**src/mfd_pkg.sv**
```systemverilog
`timescale 1ns / 1ps
package mfd_pkg;

	localparam int unsigned NUM_LEVELS = 3;
	localparam logic [1:0] LAST_LEVEL = 2'(NUM_LEVELS - 1);
	localparam logic [23:0] MAX24 = 24'hFFFFFF;

	localparam logic [15:0] QUANT0_RST = 16'd5;
	localparam logic [15:0] QUANT1_RST = 16'd10;
	localparam logic [15:0] QUANT2_RST = 16'd9999;

	typedef enum logic [1:0] {
		OP_LOAD     = 2'd0,
		OP_DISPATCH = 2'd1,
		OP_CLEAR    = 2'd2,
		OP_NONE     = 2'd3
	} op_t;

	typedef enum logic [1:0] {
		CFG_QUANT0 = 2'd0,
		CFG_QUANT1 = 2'd1,
		CFG_QUANT2 = 2'd2,
		CFG_NONE   = 2'd3
	} cfg_idx_t;

	localparam logic [1:0] ST_RAN  = 2'd0;
	localparam logic [1:0] ST_IDLE = 2'd1;
	localparam logic [1:0] ST_DONE = 2'd2;

	typedef struct packed {
		logic [15:0] arrival;
		logic [15:0] remaining;
		logic [1:0]  level;
		logic [23:0] wait_acc;
	} entry_t;

	typedef struct packed {
		logic   valid;
		logic   eligible;
		entry_t entry;
	} sample_t;

	typedef struct packed {
		logic [1:0]  status;
		logic [4:0]  chosen_slot;
		logic [15:0] slice_length;
		logic [23:0] slice_start;
		logic        first_dispatch;
		logic        task_done;
		logic [23:0] finish_time;
		logic [23:0] turnaround;
		logic [23:0] wait_total;
		logic [1:0]  level_after;
	} result_t;

	function automatic logic [23:0] sat_add24(input logic [23:0] a, input logic [15:0] b);
		logic [24:0] s;
		s = {1'b0, a} + {9'd0, b};
		return s[24] ? MAX24 : s[23:0];
	endfunction

endpackage

```
**src/mfd_select.sv**
```systemverilog
`timescale 1ns / 1ps
module mfd_select #(
	parameter int IW = 5
) (
	input  logic               clk,
	input  logic               arst_n,
	input  logic               clr,
	input  mfd_pkg::sample_t   smp,
	input  logic [IW-1:0]      smp_idx,
	output logic               found,
	output logic [IW-1:0]      best_idx,
	output mfd_pkg::entry_t    best
);
	import mfd_pkg::*;

	logic better;

	// entries arrive in index order, so a strict compare keeps the lowest index
	assign better = smp.valid && smp.eligible && (!found ||
		smp.entry.level < best.level ||
		(smp.entry.level == best.level && smp.entry.arrival < best.arrival));

	always_ff @(posedge clk or negedge arst_n) begin
		if (!arst_n) begin
			found <= 1'b0;
		end else if (clr) begin
			found <= 1'b0;
		end else if (better) begin
			found <= 1'b1;
		end
	end

	always_ff @(posedge clk) begin
		if (better) begin
			best_idx <= smp_idx;
			best     <= smp.entry;
		end
	end

endmodule

```
**src/multilevel_feedback_dispatcher.sv**
```systemverilog
`timescale 1ns / 1ps
// Three-level feedback dispatcher over a table of MAX_TASKS tasks.
// Input stream s_*: s_tuser carries the operation (load, dispatch, clear);
// s_tdata carries the slot, arrival time and burst length of a load.
// Loads and clears give no result. A dispatch gives one
// result item on m_*: m_tuser is the status, m_tdata the slice fields.
// Task records sit in a one-port-read, one-port-write memory with a
// registered read. A dispatch sweeps the memory once to pick the task,
// then a second time to add the slice to every other waiting task, then
// writes the chosen entry back. An idle tick or an empty table needs only
// the first sweep.
// The result goes to an output register; s_tready returns as soon as that
// register takes it, so the next item is accepted while the result waits.
// If the receiver stalls, a finished dispatch holds until the register frees.
// Reset (and a clear item) empties the table and zeroes the clock; reset
// also restores the quanta to 5, 10 and 9999. No clearing pass is needed:
// per-entry valid flags sit in flip-flops.
// cfg_we writes quantum register cfg_addr at any edge; do so only when idle.
module multilevel_feedback_dispatcher #(
	parameter int MAX_TASKS = 32
) (
	input  logic         clk,
	input  logic         arst_n,
	input  logic         s_tvalid,
	output logic         s_tready,
	input  logic [39:0]  s_tdata,   // task_slot[4:0], arrival_time[20:5], burst_length[36:21]
	input  logic [1:0]   s_tuser,   // operation[1:0]
	output logic         m_tvalid,
	input  logic         m_tready,
	output logic [127:0] m_tdata,   // chosen_slot[4:0], slice_length[20:5], slice_start[44:21],
	                                // first_dispatch[45], task_done[46], finish_time[70:47],
	                                // turnaround[94:71], wait_total[118:95], level_after[120:119]
	output logic [1:0]   m_tuser,   // status[1:0]
	input  logic         cfg_we,
	input  logic [1:0]   cfg_addr,
	input  logic [15:0]  cfg_wdata
);
	import mfd_pkg::*;

	localparam int IW = (MAX_TASKS > 1) ? $clog2(MAX_TASKS) : 1;
	localparam logic [IW:0]   CNT_END = (IW + 1)'(MAX_TASKS);
	localparam logic [IW-1:0] LAST_IDX = IW'(MAX_TASKS - 1);

	typedef enum logic [5:0] {
		S_IDLE = 6'b000001,
		S_SCAN = 6'b000010,
		S_CALC = 6'b000100,
		S_WAIT = 6'b001000,
		S_FIN  = 6'b010000,
		S_OUT  = 6'b100000
	} state_t;

	state_t              state_q;
	logic [IW:0]         cnt_q;
	logic                rvld_s1;
	logic [IW-1:0]       ridx_s1;
	entry_t              rdata_s1;
	entry_t              mem [MAX_TASKS];
	logic [MAX_TASKS-1:0] valid_q, fin_q, started_q;
	logic [23:0]         clk_now_q;
	logic [15:0]         quant0_q, quant1_q, quant2_q;
	logic [15:0]         run_q;
	result_t             res_q;
	logic                m_tvalid_q;
	result_t             m_res_q;

	logic                accept, issue, elig_s1, last_s1, pending;
	logic [IW-1:0]       raddr, slot_idx;
	logic                we;
	logic [IW-1:0]       waddr;
	entry_t              wdata;
	op_t                 op;
	logic [4:0]          in_slot;
	logic [15:0]         in_arr, in_burst;
	sample_t             smp;
	logic                found;
	logic [IW-1:0]       best_idx;
	entry_t              best;
	logic [15:0]         q_raw, q_eff, rem_new;
	logic [23:0]         finish, wait_sum;
	logic [24:0]         wsum;
	logic [1:0]          lvl_next;

	assign op       = op_t'(s_tuser);
	assign in_slot  = s_tdata[4:0];
	assign in_arr   = s_tdata[20:5];
	assign in_burst = s_tdata[36:21];
	assign slot_idx = IW'(in_slot);

	assign s_tready = (state_q == S_IDLE);
	assign accept   = s_tvalid && s_tready;
	assign issue    = (state_q == S_SCAN || state_q == S_WAIT) && (cnt_q < CNT_END);
	assign raddr    = cnt_q[IW-1:0];
	assign last_s1  = rvld_s1 && (ridx_s1 == LAST_IDX);
	assign pending  = |(valid_q & ~fin_q);
	assign elig_s1  = valid_q[ridx_s1] && !fin_q[ridx_s1] &&
		({8'd0, rdata_s1.arrival} <= clk_now_q);

	assign smp.valid    = rvld_s1 && (state_q == S_SCAN);
	assign smp.eligible = elig_s1;
	assign smp.entry    = rdata_s1;

	mfd_select #(.IW(IW)) u_select (
		.clk      (clk),
		.arst_n   (arst_n),
		.clr      (accept),
		.smp      (smp),
		.smp_idx  (ridx_s1),
		.found    (found),
		.best_idx (best_idx),
		.best     (best)
	);

	always_comb begin
		case (best.level)
			2'd0:    q_raw = quant0_q;
			2'd1:    q_raw = quant1_q;
			default: q_raw = quant2_q;
		endcase
		q_eff    = (q_raw == 16'd0) ? 16'd1 : q_raw;
		rem_new  = best.remaining - run_q;
		finish   = sat_add24(clk_now_q, run_q);
		wsum     = {1'b0, rdata_s1.wait_acc} + {9'd0, run_q};
		wait_sum = wsum[24] ? MAX24 : wsum[23:0];
		lvl_next = (rem_new == 16'd0 || best.level >= LAST_LEVEL) ? best.level
			: best.level + 2'd1;
	end

	// memory write port: load, wait sweep, chosen write-back
	always_comb begin
		we    = 1'b0;
		waddr = ridx_s1;
		wdata = rdata_s1;
		if (accept && op == OP_LOAD && {27'd0, in_slot} < 32'(MAX_TASKS)) begin
			we    = 1'b1;
			waddr = slot_idx;
			wdata = '{arrival: in_arr, remaining: in_burst, level: 2'd0, wait_acc: 24'd0};
		end else if (state_q == S_WAIT && rvld_s1 && elig_s1 && ridx_s1 != best_idx) begin
			we             = 1'b1;
			wdata.wait_acc = wait_sum;
		end else if (state_q == S_FIN) begin
			we              = 1'b1;
			waddr           = best_idx;
			wdata           = best;
			wdata.remaining = rem_new;
			wdata.level     = lvl_next;
		end
	end

	always_ff @(posedge clk) begin
		if (we) begin
			mem[waddr] <= wdata;
		end
		rdata_s1 <= mem[raddr];
		ridx_s1  <= raddr;
	end

	always_ff @(posedge clk or negedge arst_n) begin
		if (!arst_n) begin
			quant0_q <= QUANT0_RST;
			quant1_q <= QUANT1_RST;
			quant2_q <= QUANT2_RST;
		end else if (cfg_we) begin
			case (cfg_idx_t'(cfg_addr))
				CFG_QUANT0: quant0_q <= cfg_wdata;
				CFG_QUANT1: quant1_q <= cfg_wdata;
				CFG_QUANT2: quant2_q <= cfg_wdata;
				default:    ;
			endcase
		end
	end

	always_ff @(posedge clk or negedge arst_n) begin
		if (!arst_n) begin
			state_q    <= S_IDLE;
			cnt_q      <= '0;
			rvld_s1    <= 1'b0;
			valid_q    <= '0;
			fin_q      <= '0;
			started_q  <= '0;
			clk_now_q  <= '0;
			m_tvalid_q <= 1'b0;
		end else begin
			rvld_s1 <= issue;
			if (issue) begin
				cnt_q <= cnt_q + (IW + 1)'(1);
			end
			if (m_tvalid_q && m_tready && state_q != S_OUT) begin
				m_tvalid_q <= 1'b0;
			end
			case (state_q)
				S_IDLE: begin
					cnt_q <= '0;
					if (accept) begin
						case (op)
							OP_LOAD: begin
								if ({27'd0, in_slot} < 32'(MAX_TASKS)) begin
									valid_q[slot_idx]   <= 1'b1;
									fin_q[slot_idx]     <= (in_burst == 16'd0);
									started_q[slot_idx] <= 1'b0;
								end
							end
							OP_DISPATCH: state_q <= S_SCAN;
							OP_CLEAR: begin
								valid_q   <= '0;
								fin_q     <= '0;
								started_q <= '0;
								clk_now_q <= '0;
							end
							default: ;
						endcase
					end
				end
				S_SCAN: begin
					if (last_s1) begin
						state_q <= S_CALC;
					end
				end
				S_CALC: begin
					cnt_q <= '0;
					if (!pending) begin
						res_q   <= '{status: ST_DONE, slice_start: clk_now_q,
							finish_time: clk_now_q, default: '0};
						state_q <= S_OUT;
					end else if (!found) begin
						clk_now_q <= sat_add24(clk_now_q, 16'd1);
						res_q     <= '{status: ST_IDLE, slice_length: 16'd1,
							slice_start: clk_now_q, finish_time: sat_add24(clk_now_q, 16'd1),
							default: '0};
						state_q   <= S_OUT;
					end else begin
						res_q.slice_start <= clk_now_q;
						run_q   <= (best.remaining < q_eff) ? best.remaining : q_eff;
						state_q <= S_WAIT;
					end
				end
				S_WAIT: begin
					if (last_s1) begin
						state_q <= S_FIN;
					end
				end
				S_FIN: begin
					started_q[best_idx] <= 1'b1;
					if (rem_new == 16'd0) begin
						fin_q[best_idx] <= 1'b1;
					end
					clk_now_q            <= finish;
					res_q.status         <= ST_RAN;
					res_q.chosen_slot    <= 5'(best_idx);
					res_q.slice_length   <= run_q;
					res_q.first_dispatch <= !started_q[best_idx];
					res_q.task_done      <= (rem_new == 16'd0);
					res_q.finish_time    <= finish;
					res_q.turnaround     <= (rem_new == 16'd0) ? finish - {8'd0, best.arrival}
						: 24'd0;
					res_q.wait_total     <= best.wait_acc;
					res_q.level_after    <= lvl_next;
					state_q              <= S_OUT;
				end
				S_OUT: begin
					if (!m_tvalid_q || m_tready) begin
						m_tvalid_q <= 1'b1;
						state_q    <= S_IDLE;
					end
				end
				default: state_q <= S_IDLE;
			endcase
		end
	end

	always_ff @(posedge clk) begin
		if (state_q == S_OUT && (!m_tvalid_q || m_tready)) begin
			m_res_q <= res_q;
		end
	end

	assign m_tvalid = m_tvalid_q;
	assign m_tuser  = m_res_q.status;
	assign m_tdata  = {7'd0, m_res_q.level_after, m_res_q.wait_total, m_res_q.turnaround,
		m_res_q.finish_time, m_res_q.task_done, m_res_q.first_dispatch,
		m_res_q.slice_start, m_res_q.slice_length, m_res_q.chosen_slot};

	a_clear_zeroes_clock: assert property (@(posedge clk) disable iff (!arst_n)
		(accept && op == OP_CLEAR) |=> (clk_now_q == 24'd0 && valid_q == '0))
		else $error("clear did not empty the table");

	a_idle_tick_len: assert property (@(posedge clk) disable iff (!arst_n)
		(m_tvalid && m_tuser == ST_IDLE) |-> (m_tdata[20:5] == 16'd1))
		else $error("idle tick with wrong slice length");

	a_fin_has_choice: assert property (@(posedge clk) disable iff (!arst_n)
		(state_q == S_FIN) |-> (found && valid_q[best_idx] && !fin_q[best_idx]))
		else $error("write-back without a chosen task");

endmodule

```
**config.mk**
```make
export PLATFORM = sky130hd
export DESIGN_NAME = multilevel_feedback_dispatcher
export DESIGN_NICKNAME = d
export VERILOG_FILES = /design/src/mfd_pkg.sv /design/src/mfd_select.sv /design/src/multilevel_feedback_dispatcher.sv
export SDC_FILE = /design/constraint.sdc
export NUM_CORES = 2
export LEC_CHECK = 0
export BUFFER_PORTS_ARGS = -buffer_cell sky130_fd_sc_hd__buf_2
export CAP_MARGIN = 30
export CORE_ASPECT_RATIO = 1.25
export CORE_MARGIN = 2
export CORE_UTILIZATION = 45
export CTS_CLUSTER_DIAMETER = 200
export DETAILED_ROUTE_END_ITERATION = 10
export GPL_TIMING_DRIVEN = 0
export PLACE_DENSITY = 0.66
export SLEW_MARGIN = 10
export SYNTH_ARGS = -nofsm -noshare
export SYNTH_HDL_FRONTEND = slang
export SYNTH_HIERARCHICAL = 1
export SYNTH_SLANG_ARGS = --single-unit
export TNS_END_PERCENT = 10
```
**constraint.sdc**
```tcl
create_clock -name clk -period 9 [get_ports clk]
set_clock_uncertainty 0.1 [all_clocks]
set_input_delay 2.7 -clock clk [delete_from_list [all_inputs] [get_ports clk]]
set_output_delay 2.7 -clock clk [all_outputs]
set_load 0.02 [all_outputs]
```
Word level (Yosys, flattened, before mapping)
Memories as Yosys holds them, arrays and structs flattened. A register that Yosys moved wholly into a read port is not among the register bits.
Index checks and enable logic that the tools add are counted.
- word-level logic and storage cells: 207
- memory bits (writable): 1856
- output and inout port bits: 132
- memories kept: 1
- register bits: 513
- input port bits: 65
- memory list (name ; words ; width ; read ports ; clocked after memory_dff ; write ports ; line ; text):
    mem ; 32 ; 58 ; 1 ; 1 ; 1 ; multilevel_feedback_dispatcher.sv:58 ; entry_t mem [MAX_TASKS];
- $lt $le $gt $ge: 11
- bitwise operators: 7
- muxes and demuxes: 64
- eq/ne operators: 26
- reduce and logical (&&, ||, !) cells: 52
- add/subtract/negate cells: 7
- operators with widths (kind ; count):
    one-hot mux 32 bit (2 select lines) ; 5
    two-way mux 24 bit ; 9
    one-hot mux 76 bit (2 select lines) ; 1
    two-way mux 123 bit ; 1
    two-way mux 58 bit ; 2
    two-way mux 32 bit ; 3
    bitwise OR 32 bit ; 3
    two-way mux 76 bit ; 1
    one-hot mux 24 bit (3 select lines) ; 1
    bitwise AND 32 bit ; 2
    inverter 32 bit ; 2
    two-way mux 6 bit ; 9
    adder 24 x 16 -> 25 bit ; 2
    logical NOT 16 bit ; 3
    one-hot mux 23 bit (2 select lines) ; 1
    one-hot mux 6 bit (6 select lines) ; 1
    two-way mux 34 bit ; 1
    bitwise mux 32 bit ; 1
    less-than comparator 16 bit ; 2
    two-way mux 16 bit ; 2
    one-hot mux 16 bit (2 select lines) ; 1
    OR reduction 32 bit ; 1
    adder 24 x 1 -> 25 bit, second input constant ; 1
    less-or-equal comparator 16 x 24 -> 1 bit ; 1
    other kinds (42) ; 111

Depth between registers and ports, before layout
- depth in word-level cells: 11
- gate-level depth with buffers: 20
- gate-level depth less buffers: 19

Hierarchy
The synthesis kept the hierarchy.
- modules (own cells, without submodules) (module ; instances ; area each (µm²) ; seq. area each (µm²) ; cells each):
    multilevel_feedback_dispatcher ; 1 ; 96191.0 ; 69432.8 ; 5220
    mfd_select ; 1 ; 2383.5 ; 1916.8 ; 126

Least setup slack after synthesis
No wires, ideal clock.
- path kind: in2reg
- start: in m_tready
- end: reg m_res_q, in the netlist m_tdata[0] (enable)
- path buffers: 0
- slack: 0.017 ns
- data arrival time: 8.264 ns
- required time: 8.280 ns
- stages on the path: 2
- library setup time: 0.620 ns
- cell sequence: nand2b_1 -> nor2b_1
- longest elaborated chain between the ends: 2
- RTL lines (item ; line ; text):
    from (decl) ; multilevel_feedback_dispatcher.sv:29 ; input logic m_tready,
    logical OR 1 bit ; multilevel_feedback_dispatcher.sv:272 ; if (state_q == S_OUT && (!m_tvalid_q || m_tready)) begin
    logical AND 1 bit ; multilevel_feedback_dispatcher.sv:272 ;
    to (signal assigned) ; multilevel_feedback_dispatcher.sv:273 ; m_res_q <= res_q;
    to (decl) ; multilevel_feedback_dispatcher.sv:65 ; result_t m_res_q;
No other way between the ends.
A chain may end at the register's enable or synchronous reset.

Worst setup path after layout
- start: reg run_q[0]
- end: reg res_q[49] in the netlist's numbering, data pin
- longest elaborated chain between the ends: 5
- elaborated cells on any way between the ends: 7
- those cells by class: add/sub (3); mux (3); reduce/logical (1)
- RTL lines (item ; line ; text):
    from (decl) ; multilevel_feedback_dispatcher.sv:62 ; logic [15:0] run_q;
    from (signal assigned) ; multilevel_feedback_dispatcher.sv:233 ; run_q <= (best.remaining < q_eff) ? best.remaining : q_eff;
    adder 24 x 16 -> 25 bit ; mfd_pkg.sv:58 ; s = {1'b0, a} + {9'd0, b};
    two-way mux 24 bit ; mfd_pkg.sv:59 ; return s[24] ? MAX24 : s[23:0];
    subtractor 24 x 16 -> 24 bit ; multilevel_feedback_dispatcher.sv:254 ; res_q.turnaround <= (rem_new == 16'd0) ? finish - {8'd0, best.arrival}
    two-way mux 24 bit (*) ; multilevel_feedback_dispatcher.sv:254 ;
    one-hot mux 76 bit (2 select lines) (*) ; multilevel_feedback_dispatcher.sv:191 ; case (state_q)
    to (signal assigned) ; multilevel_feedback_dispatcher.sv:222 ; res_q <= '{status: ST_DONE, slice_start: clk_now_q,
    to (signal assigned) ; multilevel_feedback_dispatcher.sv:227 ; res_q <= '{status: ST_IDLE, slice_length: 16'd1,
    to (decl) ; multilevel_feedback_dispatcher.sv:63 ; result_t res_q;
Every way passes the cells marked *; elsewhere a longest branch is shown, timed or not.

==> out/qor.yml <==
clock_network:
  clock_path_buffers: 4
  post_cts_buffers: 0
  clock_sinks: 2427
  h-tree-depth: 4
  cts_root_buf: "clkbuf_16"
  cts_made_buffers: 225
  cts_tree: "yes"
  clk_pin_slew_ps: 60
  insertion_delay_ps: 880
  cts_hold_buf: 0
  cts_resized: 0
global_routing:
  grt.total_usage_pct: 24.6
  grt_pass1_vias: 54800
  grt_antenna_before_repair: 13
  gr-total-overflow: 0
  grt_pass1_wl_mm: 394
  grt_max_degree: 98
final_layout:
  syn_to_final_growth_pct: 17.0
  utilization_pct: 52.8
  nFillCells: 16900
  nNetsFinal: 6179
  fin_area_sq_um: 115000
  drive_gt1_share_pct: 26.9
worst_setup_path:
  cp_slowest_stage_delay_ps: 700
  worstSetupPathType: "reg -> reg"
  critPathArrivalTime_ps: 8050
  startpoint: "run_q[0]"
  startpoint_type: "register"
  cp_data_required_time_ps: 9570
  worstRegToRegCells: 21
  end_kind: "register"
  cpMostUsedCell: "a21oi_1"
  r2r_start: "run_q[0]"
  cp_slowest_cell: "edfxtp_1"
  worstPathMaxFanout: 10
  r2r_slack_ps: 1520
  crit_path_end: "res_q[49]"
  critical_path.cell_chain: "ha_1, fa_1, a21oi_1, o21a_1, nor3_1, o21ba_2, o21ai_1, buf_4, clkbuf_1, buf_1, nand2_1, ha_1, o21a_1, o31a_1, o41a_1, a31oi_1, o21ai_0, a21oi_1, nand4b_1, or3b_1, a21oi_1"
  r2r_end: "res_q[49]"
worst_hold_path:
  hold_depth: 0
  min_path_type: "reg -> reg"
drt:
  drt_iter0_drc: 6212
  first_pass_iters: 6
  viasPerCell: 5.98
  drc_errors: 0
  vias: 54400
  antenna_left: 0
  drt-total-wl_mm: 276
  routedWlPerCell_microns: 30.3
synth:
  synth_edf_count: 2181
  synth_most_common_cell: "edfxtp_1"
  syn_area_per_cell_sq_um: 18.4
  netlist-cell-type-count: 90
  synth_top_cell_area_share_pct: 66.4
  syn_inst: 5346
  synthSimpleGateAreaFrac_pct: 4.11
  synth_common_cells: "edfxtp_1 (2181), mux4_2 (597), a21oi_1 (309)"
  synth_top_family_by_area: "multiplexers"
  synth_flop_cell: "edfxtp_1"
  synth_compound_area_share_pct: 4.55
  yosysTopAreaCell: "edfxtp_1"
  syn_area_sq_um: 98600
  yosysSeqAreaShare_pct: 72.4
  synthArstFlopShare_pct: 7.54
  synth-xor-area-share_pct: 0.586
  yosysWarnings: 6
  synthAdderAreaFrac_pct: 1.55
  synth-seq-cells: 2427
  synthMuxAreaShare_pct: 15.4
  yosys-top-cells-area: "edfxtp_1 (66%), mux4_2 (14%), dfrtp_1 (4.3%), mux2_2 (1.6%), a21oi_1 (1.6%)"
timing:
  worst_pin_slew_ps: 1120
  fin_ws_ps: 1520
  period_minus_slack_ps: 7480
  fmax_mhz: 134
  rsz0062_at_grt: "false"
  fin_crit_sh_pct: 83.1
  finalSetupViolCount: 0
  hold-worst-slack_ps: 275
  hold_violations: 0
  relSlewSlack_pct: 25.4
  maxSlewViolCount: 0
  setup-tns-final_ps: 0
floorplanning:
  fp.coreArea_sq_um: 218000
  die_w_microns: 423
  fp.dieH_microns: 527
  ios: 197
  rows: 192
  fp.dieArea_sq_um: 223000
  start_util_pct: 45.1
place:
  port_buffers: 183
  placed_cell_area_sq_um: 108000
  pre_cts_ws_ps: 1690
  dp_hpwl_mm: 198
  gp_congestion: 0.929
power_and_ir_drop:
  leakage_nw: 37.8
  cellPowerDensity_nw_per_um2: 277
  vdd_drop_max_mv: 0.170
outcome:
  outcome: "finished, final reports clean"
run:
  maxCapViolCount: 0
## critical path, delay by kind of cell, from the launching register on
family	cells	cell delay, ps
AO/OA/AOI/OAI	11	2960
adder cells (fa/ha/maj)	3	1190
buffers and inverters	3	1340
flip-flops	1	700
AND/OR/NAND/NOR	4	930
## sequential cells by signal (all words and copies together), names as in the netlist, 32 cells and up
signal and cells:
valid_q 32, fin_q 32, started_q 32, u_select/best 58, mem 1856, m_tdata 121
res_q 123, rdata_s1 58
## per-layer routing
metal  wire length [microns]  up-vias  GRT usage (%)
met4                   12300        4           10.1
met3                   21300      552           3.91
met2                  139000     2610           42.0
met5                      28        -              0
li1                        -    22800              -
met1                  103000    28400           31.4
## layout make-up
type / instances / area, sq um / share of cell area, %
repair buffers: 415 / 4810 / 4.17
clock buffers: 271 / 5920 / 5.14
multi-input cells: 2553 / 26500 / 23.0
diodes: 6 / 15.0 / 0.0130
clock inverters: 140 / 1600 / 1.39
plain buffers: 276 / 1110 / 0.960
inverters: 96 / 360 / 0.312
flip-flops and latches: 2427 / 71300 / 61.9
well taps: 2910 / 3640 / 3.16
## where the power goes
group	switching, mW	leakage (nW)	internal, mW
Sequential	0.400	22.5	14.1
Combinational	4.60	11.6	3.09
Clock	4.20	3.69	5.60
Total	9.20	37.8	22.7
## cells in the final DEF, fill, tap and decap left out, types with 42 or more instances in the layout
cell and count:
a21oi_1 292, and2_1 42, buf_1 54, buf_12 90, buf_2 199, buf_6 72
buf_8 48, clkbuf_1 220, clkbuf_16 225, clkinv_2 44, dfrtp_1 170, dfxtp_1 63
edfxtp_1 2181, ha_1 116, inv_1 96, mux2_2 139, mux4_2 597, nand2_1 280
nand3_1 57, nor2_1 228, o21ai_0 171
## cell families (layout without fill, tap and decap cells)
family / after synthesis / in the layout
adder cells (fa/ha/maj): 120 / 120
XOR/XNOR: 66 / 66
buffers and inverters: 372 / 1198
flip-flops: 2427 / 2427
AO/OA/AOI/OAI: 750 / 750
other: 1 / 13
AND/OR/NAND/NOR: 862 / 862
multiplexers: 748 / 748
## how the worst min path moves through the flow
stage                     startpoint    endpoint  slack [ps]
after floorplan             cnt_q[4]  ridx_s1[4]         250
after CTS                   cnt_q[4]  ridx_s1[4]         280
after global placement      cnt_q[4]  ridx_s1[4]         250
final                       cnt_q[4]  ridx_s1[4]         270
after detailed placement    cnt_q[4]  ridx_s1[4]         260
after global routing        cnt_q[4]  ridx_s1[4]         280
## metrics by stage
step                      std cells  total power [mW]
after floorplan                5352              19.1
after global placement         8445              21.6
after detailed placement       8660              22.3
after CTS                      9071              32.0
after global routing           9091              33.0
final                          9094              31.9
No activity file was read; power rests on OpenSTA's default activity.
